[config.mk]
export PLATFORM = sky130hd
export DESIGN_NAME = ordered_key_value_list
export DESIGN_NICKNAME = d
export VERILOG_FILES = /design/src/hw/rtl/okvl_pkg.sv /design/src/hw/rtl/ordered_key_value_list.sv /design/src/hw/rtl/okvl_cell.sv /design/src/hw/rtl/okvl_select.sv
export SDC_FILE = /design/constraint.sdc
export NUM_CORES = 2
export LEC_CHECK = 0
export BUFFER_PORTS_ARGS = -buffer_cell sky130_fd_sc_hd__buf_2
export CORE_ASPECT_RATIO = 0.5
export CORE_MARGIN = 3
export CORE_UTILIZATION = 53
export DETAILED_ROUTE_END_ITERATION = 16
export MAX_ROUTING_LAYER = met4
export PLACE_DENSITY_LB_ADDON = 0.08
export SKIP_LAST_GASP = 1
export SYNTH_ARGS = -nofsm -noshare
export SYNTH_HDL_FRONTEND = slang
export SYNTH_SLANG_ARGS = --single-unit
[constraint.sdc]
create_clock -name clk_i -period 10.1 [get_ports clk_i]
set_clock_uncertainty 0.1 [all_clocks]
set_input_delay 2.02 -clock clk_i [delete_from_list [all_inputs] [get_ports clk_i]]
set_output_delay 2.02 -clock clk_i [all_outputs]
set_load 0.02 [all_outputs]
[src/hw/rtl/okvl_pkg.sv]
// Shared types and constants for the ordered key/value list.
`timescale 1ns / 1ps

package okvl_pkg;

  localparam int unsigned KEY_W   = 32;
  localparam int unsigned VAL_W   = 64;
  localparam int unsigned OP_W    = 3;
  localparam int unsigned STAT_W  = 2;
  localparam int unsigned COUNT_W = 5;

  localparam int unsigned IN_DATA_W  = KEY_W + VAL_W;
  localparam int unsigned OUT_DATA_W = STAT_W + 1 + VAL_W + COUNT_W;

  // Bit pattern of the double -1.0, returned on a lookup miss.
  localparam logic [VAL_W-1:0] MISS_PATTERN = 64'hBFF0_0000_0000_0000;

  typedef enum logic [OP_W-1:0] {
    OP_INS_FRONT = 3'd0,
    OP_INS_BACK  = 3'd1,
    OP_DELETE    = 3'd2,
    OP_LOOKUP    = 3'd3,
    OP_CLEAR     = 3'd4
  } op_e;

  typedef enum logic [STAT_W-1:0] {
    STAT_OK        = 2'd0,
    STAT_FULL      = 2'd1,
    STAT_EMPTY     = 2'd2,
    STAT_NOT_FOUND = 2'd3
  } status_e;

  typedef enum logic [1:0] {
    S_IDLE,
    S_EVAL,
    S_UPD
  } state_e;

  // Per-cell update command.
  typedef struct packed {
    logic take_left;   // shift toward the back
    logic take_right;  // shift toward the front
    logic load_new;    // write the incoming entry
  } cell_ctrl_t;

endpackage

[src/hw/rtl/ordered_key_value_list.sv]
// Top level of the ordered key/value list: control, cell chain and result register.
`timescale 1ns / 1ps

// Bounded ordered list of key/value entries held in a row of CAPACITY cells, front
// at cell 0. Each accepted beat carries an operation in tuser (insert front, insert
// back, delete first match, lookup first match, clear) and returns one result beat.
// Each item passes through a compare cycle in which every cell matches its key and
// the hit vector is registered, then an update cycle in which the front-most hit is
// picked, the cells shift one place toward the back or front or load the first free
// slot as the operation needs, and the result is written to the output register. The
// next beat is accepted in that update cycle, not during a compare cycle; a stalled
// output holds the update cycle until the result register frees. Slot contents are
// undefined until written; only slots below the entry count are ever compared or
// read. No clearing pass runs after reset.
module ordered_key_value_list import okvl_pkg::*; #(
  parameter int unsigned CAPACITY = 16
) (
  input  logic                  clk_i,
  input  logic                  rst_ni,
  input  logic                  s_axis_tvalid_i,
  output logic                  s_axis_tready_o,
  input  logic [IN_DATA_W-1:0]  s_axis_tdata_i,   // key[31:0], value[95:32]
  input  logic [OP_W-1:0]       s_axis_tuser_i,   // operation[2:0]
  output logic                  m_axis_tvalid_o,
  input  logic                  m_axis_tready_i,
  output logic [OUT_DATA_W-1:0] m_axis_tdata_o    // status[1:0], found[2],
                                                  // result_value[66:3], entry_count[71:67]
);

  localparam int unsigned CntW = $clog2(CAPACITY + 1);

  state_e state_q, state_d;

  logic [OP_W-1:0]  op_q;
  logic [KEY_W-1:0] key_q;
  logic [VAL_W-1:0] val_q;
  logic [CntW-1:0]  count_q, count_d;
  logic [CAPACITY-1:0] hit_q;

  logic in_fire, out_free, upd_fire;

  logic [KEY_W-1:0] cell_key [CAPACITY];
  logic [VAL_W-1:0] cell_val [CAPACITY];
  logic [CAPACITY-1:0] cell_hit;
  cell_ctrl_t          cell_ctrl [CAPACITY];

  logic             sel_found;
  logic [VAL_W-1:0] sel_value;
  logic [CAPACITY-1:0] from_hit;

  logic                  m_valid_q;
  logic [OUT_DATA_W-1:0] m_data_q;

  status_e          res_status;
  logic             res_found;
  logic [VAL_W-1:0] res_value;
  logic [CntW+COUNT_W-1:0] count_ext;

  logic is_full, is_empty;
  logic do_front, do_back, do_delete;

  assign out_free        = !m_valid_q || m_axis_tready_i;
  assign upd_fire        = (state_q == S_UPD) && out_free;
  assign s_axis_tready_o = (state_q == S_IDLE) || upd_fire;
  assign in_fire         = s_axis_tvalid_i && s_axis_tready_o;

  always_ff @(posedge clk_i or negedge rst_ni) begin
    if (!rst_ni) begin
      state_q <= S_IDLE;
      count_q <= '0;
    end else begin
      state_q <= state_d;
      count_q <= count_d;
    end
  end

  always_comb begin
    state_d = state_q;
    unique case (state_q)
      S_IDLE: if (in_fire) state_d = S_EVAL;
      S_EVAL: state_d = S_UPD;
      S_UPD: begin
        if (out_free) state_d = in_fire ? S_EVAL : S_IDLE;
      end
      default: state_d = S_IDLE;
    endcase
  end

  always_ff @(posedge clk_i) begin
    if (in_fire) begin
      op_q  <= s_axis_tuser_i;
      key_q <= s_axis_tdata_i[KEY_W-1:0];
      val_q <= s_axis_tdata_i[IN_DATA_W-1:KEY_W];
    end
    if (state_q == S_EVAL) begin
      hit_q <= cell_hit;
    end
  end

  assign is_full  = (count_q == CntW'(CAPACITY));
  assign is_empty = (count_q == '0);

  // Result and count for the item in the update cycle.
  always_comb begin
    res_status = STAT_OK;
    res_found  = 1'b0;
    res_value  = '0;
    count_d    = count_q;
    do_front   = 1'b0;
    do_back    = 1'b0;
    do_delete  = 1'b0;
    unique case (op_q)
      OP_INS_FRONT, OP_INS_BACK: begin
        if (is_full) begin
          res_status = STAT_FULL;
        end else begin
          do_front = (op_q == OP_INS_FRONT);
          do_back  = (op_q == OP_INS_BACK);
          count_d  = count_q + 1'b1;
        end
      end
      OP_DELETE: begin
        if (is_empty) begin
          res_status = STAT_EMPTY;
        end else if (!sel_found) begin
          res_status = STAT_NOT_FOUND;
        end else begin
          res_found = 1'b1;
          do_delete = 1'b1;
          count_d   = count_q - 1'b1;
        end
      end
      OP_LOOKUP: begin
        res_value = MISS_PATTERN;
        if (is_empty) begin
          res_status = STAT_EMPTY;
        end else if (!sel_found) begin
          res_status = STAT_NOT_FOUND;
        end else begin
          res_found = 1'b1;
          res_value = sel_value;
        end
      end
      OP_CLEAR: count_d = '0;
      default: ;
    endcase
    if (!upd_fire) begin
      count_d   = count_q;
      do_front  = 1'b0;
      do_back   = 1'b0;
      do_delete = 1'b0;
    end
  end

  assign count_ext = {{COUNT_W{1'b0}}, count_d};

  for (genvar i = 0; i < CAPACITY; i++) begin : g_cell
    logic [KEY_W-1:0] lk, rk;
    logic [VAL_W-1:0] lv, rv;

    if (i == 0) begin : g_front
      assign lk = key_q;
      assign lv = val_q;
    end else begin : g_mid_l
      assign lk = cell_key[i-1];
      assign lv = cell_val[i-1];
    end

    if (i == CAPACITY - 1) begin : g_back
      assign rk = cell_key[i];
      assign rv = cell_val[i];
    end else begin : g_mid_r
      assign rk = cell_key[i+1];
      assign rv = cell_val[i+1];
    end

    assign cell_ctrl[i].take_left  = do_front;
    assign cell_ctrl[i].take_right = do_delete && from_hit[i];
    assign cell_ctrl[i].load_new   = do_back && (count_q == CntW'(i));

    okvl_cell u_cell (
      .clk_i         (clk_i),
      .ctrl_i        (cell_ctrl[i]),
      .occupied_i    (count_q > CntW'(i)),
      .cmp_key_i     (key_q),
      .new_key_i     (key_q),
      .new_value_i   (val_q),
      .left_key_i    (lk),
      .left_value_i  (lv),
      .right_key_i   (rk),
      .right_value_i (rv),
      .key_o         (cell_key[i]),
      .value_o       (cell_val[i]),
      .hit_o         (cell_hit[i])
    );
  end

  okvl_select #(
    .N (CAPACITY)
  ) u_select (
    .hit_i      (hit_q),
    .value_i    (cell_val),
    .found_o    (sel_found),
    .value_o    (sel_value),
    .from_hit_o (from_hit)
  );

  always_ff @(posedge clk_i or negedge rst_ni) begin
    if (!rst_ni) begin
      m_valid_q <= 1'b0;
    end else if (upd_fire) begin
      m_valid_q <= 1'b1;
    end else if (m_axis_tready_i) begin
      m_valid_q <= 1'b0;
    end
  end

  always_ff @(posedge clk_i) begin
    if (upd_fire) begin
      m_data_q <= {count_ext[COUNT_W-1:0], res_value, res_found, res_status};
    end
  end

  assign m_axis_tvalid_o = m_valid_q;
  assign m_axis_tdata_o  = m_data_q;

endmodule

[src/hw/rtl/okvl_cell.sv]
// One list slot: holds a key and a value, compares the key, moves data to neighbors.
`timescale 1ns / 1ps

module okvl_cell import okvl_pkg::*; (
  input  logic             clk_i,
  input  cell_ctrl_t       ctrl_i,
  input  logic             occupied_i,
  input  logic [KEY_W-1:0] cmp_key_i,
  input  logic [KEY_W-1:0] new_key_i,
  input  logic [VAL_W-1:0] new_value_i,
  input  logic [KEY_W-1:0] left_key_i,
  input  logic [VAL_W-1:0] left_value_i,
  input  logic [KEY_W-1:0] right_key_i,
  input  logic [VAL_W-1:0] right_value_i,
  output logic [KEY_W-1:0] key_o,
  output logic [VAL_W-1:0] value_o,
  output logic             hit_o
);

  logic [KEY_W-1:0] key_q, key_d;
  logic [VAL_W-1:0] value_q, value_d;

  always_comb begin
    priority if (ctrl_i.take_left) begin
      key_d   = left_key_i;
      value_d = left_value_i;
    end else if (ctrl_i.take_right) begin
      key_d   = right_key_i;
      value_d = right_value_i;
    end else if (ctrl_i.load_new) begin
      key_d   = new_key_i;
      value_d = new_value_i;
    end else begin
      key_d   = key_q;
      value_d = value_q;
    end
  end

  always_ff @(posedge clk_i) begin
    key_q   <= key_d;
    value_q <= value_d;
  end

  assign key_o   = key_q;
  assign value_o = value_q;
  assign hit_o   = occupied_i && (key_q == cmp_key_i);

endmodule

[src/hw/rtl/okvl_select.sv]
// Front-most hit priority: one-hot of first match, its value, and the shift region.
`timescale 1ns / 1ps

module okvl_select import okvl_pkg::*; #(
  parameter int unsigned N = 16
) (
  input  logic [N-1:0]     hit_i,
  input  logic [VAL_W-1:0] value_i [N],
  output logic             found_o,
  output logic [VAL_W-1:0] value_o,
  output logic [N-1:0]     from_hit_o   // cells at or behind the first hit
);

  function automatic logic [N-1:0] low_mask(input int unsigned n);
    logic [N-1:0] m;
    for (int unsigned j = 0; j < N; j++) begin
      m[j] = (j < n);
    end
    return m;
  endfunction

  logic [N-1:0] first;

  always_comb begin
    for (int unsigned i = 0; i < N; i++) begin
      first[i]      = hit_i[i] && !(|(hit_i & low_mask(i)));
      from_hit_o[i] = |(hit_i & low_mask(i + 1));
    end
  end

  always_comb begin
    value_o = '0;
    for (int unsigned i = 0; i < N; i++) begin
      value_o = value_o | (value_i[i] & {VAL_W{first[i]}});
    end
  end

  assign found_o = |hit_i;

endmodule

==> flow_metrics.env <==
export IMPL_status="complete, but fails checks"
export IMPL_violations="max-capacitance violations"
export IMPL_gp_congestion=0.940
export IMPL_wl_met3_mm=41.3
export IMPL_post_cts_buffers=0
export IMPL_grt_pass1_wl_mm=482
export IMPL_nets=8518
export IMPL_dp_cells=10600
export IMPL_yosysUniqueCellTypes=69
export IMPL_grt_max_degree=265
export IMPL_num_io_pins=177
export IMPL_maxCapViolCount=2
export IMPL_drc_errors=0
export IMPL_synth_compound_area_frac=0.162
export IMPL_slowest_delay_ns=1.14
export IMPL_syn_inst=8740
export IMPL_numCtsBuffers=172
export IMPL_seq_area_frac_synth=0.551
export IMPL_layout_min_cycle_time_ns=5.83
export IMPL_hold_buffers=0
export IMPL_core_area_um2=175000
export IMPL_cts_clk_slew_worst_paths_ns=0.06
export IMPL_power_uw=17300
export IMPL_drt_first_pass_iters=8
export IMPL_yosysWarnings=0
export IMPL_ir_worst_vdd_uv=153
export IMPL_avgSynthCellArea_um2=10.8
export IMPL_final_common_cell="nand2_1"
export IMPL_synth_adder_area_share=0.000770
export IMPL_ys_flop_type="edfxtp_1"
export IMPL_placed_cell_area_um2=96200
export IMPL_wl_per_cell_um=30.8
export IMPL_initial_core_util=0.538
export IMPL_drive_above_1_share=0.0848
export IMPL_die_w_um=602
export IMPL_async_flop_share=0.00462
export IMPL_routed_via_density=6.78
export IMPL_synth_area_um2=94300
export IMPL_drt_total_wl_mm=336
export IMPL_worst_path_buf_inv=3
export IMPL_crit_path_max_fanout=62
export IMPL_grt_pass1_vias=68900
export IMPL_endpoint_kind="register"
export IMPL_p_leak_uw=0.0308
export IMPL_finalNonFillerCells=10900
export IMPL_worst_pin_slew_ns=1.48
export IMPL_synth_seq_cells=1731
export IMPL_cp_cell_sequence="buf_2 -> nor2b_1 -> or4_2 -> a21oi_2 -> nand2_8 -> o21ai_4 -> buf_4 -> buf_4"
export IMPL_critPathRequiredTime_ns=10.45
export IMPL_cts_root_buf="clkbuf_16"
export IMPL_slowest_stage="or4_2"
export IMPL_hpwl_mm=192
export IMPL_cp_start_kind="input pin"
export IMPL_crit_family="simple AND/OR/NAND/NOR gates"
export IMPL_grt_overflow_total=0
export IMPL_tns_ns=0
export IMPL_cts_resized=0
export IMPL_grt_use_total=0.366
export IMPL_setup_viol=0
export IMPL_synth_simple_area_share=0.113
export IMPL_area_growth_pct=7.66
export IMPL_synth_fp_nets=8848
export IMPL_synth_area_mux_share=0.0828
export IMPL_num_vias=74000
export IMPL_finalCritPeriodShare=0.577
export IMPL_h_tree_depth=4
export IMPL_hold_worst_slack_ns=0.451
export IMPL_relSlewSlack=0.00700
export IMPL_die_area_um2=183000
export IMPL_wl_met2_mm=143
export IMPL_worstSetupPathType="in2reg"
export IMPL_p_per_area_nw_per_um2=171
export IMPL_cp_arrival_ns=6.18
export IMPL_die_h_um=304
export IMPL_layout_common_cells="nand2_1, edfxtp_1, mux2i_1"
export IMPL_synth_edf_count=1723
export IMPL_ant_nets=0
export IMPL_drt_iter0_drc=11400
export IMPL_rsz0062_at_grt="false"
export IMPL_synth_xor_area_frac=0.0476
export IMPL_fmax_mhz=172
export IMPL_crit_top_cell="buf_4"
export IMPL_grt_antenna_before_repair=6
export IMPL_hold_class="reg2reg"
export IMPL_cts_buffer_depth=4
export IMPL_row_count=108
export IMPL_synth_top_family_by_area="compound AO/OA/AOI/OAI gates"
export IMPL_hold_viol=0
export IMPL_wl_met1_mm=134
export IMPL_drv_slew=0
export IMPL_numPortBuffers=176
export IMPL_final_area_um2=101000
export IMPL_cts_tree="built"
export IMPL_dr_max_layer_used="met4"
export IMPL_clock_sinks=1731
export IMPL_worstSkewPairLatency_ns=0.85
layout make-up:
class	count	area, um^2
Fill cell	14900	73700
Sequential cell	1731	51900
Multi-Input combinational cell	6104	38700
Clock buffer	215	4570
Antenna cell	7	17.5
Clock inverter	86	698
Inverter	61	229
Tap cell	2365	2960
Timing Repair Buffer	340	2390
Yosys cell counts, drive strengths merged (55+ instances only):
cell type	instances	area (um^2)
a211oi	56	420
nand4	55	344
a31oi	66	413
a21oi	126	642
o211ai	384	2880
xnor2	135	1180
clkbuf	567	2130
inv	61	229
mux2i	672	6730
xor2	377	3300
nand3b	57	428
a221o	333	3330
edfxtp	1723	51700
buf	277	1620
nor2	360	1430
a22oi	230	1730
nand2	1912	7180
nor4	109	727
o21ai	854	4270
mux2	96	1080
metal layers:
layer | GRT usage | up-vias
li1 | - | 31900
met1 | 0.510 | 36200
met2 | 0.520 | 5005
met3 | 0.0700 | 831
met4 | 0.163 | 0
met5 | - | -
state kept, by name, summed over array words and instances (netlist names):
| name | flops |
|---|---|
| g_cell.u_cell.value_o | 1024 |
| g_cell.u_cell.key_o | 512 |
| m_axis_tdata_o | 72 |
| g_cell.lv | 64 |
| g_cell.lk | 32 |
| hit_q | 16 |
| count_q | 5 |
| op_q | 3 |
| state_q | 2 |
| m_axis_tvalid_o | 1 |
where the power goes:
| group | switching [uW] | leakage (uW) | internal (uW) | total, uW |
|---|---|---|---|---|
| Sequential | 272 | 0.0158 | 8320 | 8600 |
| Clock | 2940 | 0.00258 | 3490 | 6430 |
| Combinational | 1570 | 0.0125 | 711 | 2280 |
worst reg2reg max path, cell delays in order (launching register included):
cell	delay, ns
edfxtp_1	0.38
buf_4	0.38
nor4_4	1.06
buf_4	0.88
and4_1	0.75
buf_4	0.31
a21oi_4	0.10
or2_4	0.66
buf_4	0.63
worst paths after layout:
kind | slack (ns) | end | cells past startpoint | startpoint
max | 4.27 | g_cell[0].u_cell.value_o[26] | 8 | m_axis_tready_i
min | 0.45 | m_axis_tvalid_o | 2 | m_axis_tvalid_o
max reg2reg | 4.42 | g_cell[13].u_cell.value_o[34] | 8 | hit_q[0]
min reg2reg | 0.45 | m_axis_tvalid_o | 2 | m_axis_tvalid_o
max in group asynchronous | 8.80 | state_q[0] | 1 | rst_ni
min in group asynchronous | 0.92 | state_q[1] | 1 | rst_ni
per-stage QoR:
step | util | worst slack (ns)
2_1_floorplan | - | 0.932
3_3_place_gp | 0.549 | 3.57
3_5_place_dp | 0.549 | 3.54
4_1_cts | 0.579 | 4.39
5_1_grt | 0.579 | 4.27
6_report | 0.579 | 4.27
kinds of logic (layout without fill, tap and decap cells):
group                    count (synthesis)  after routing
XOR/XNOR                               512            512
flip-flops                            1731           1731
AND/OR/NAND/NOR                       2586           2586
adder cells (fa/ha/maj)                  6              6
buffers and inverters                  905            702
multiplexers                           768            768
AO/OA/AOI/OAI                         2232           2232
other                                    0              7
Power figures use the tool's default switching activity.
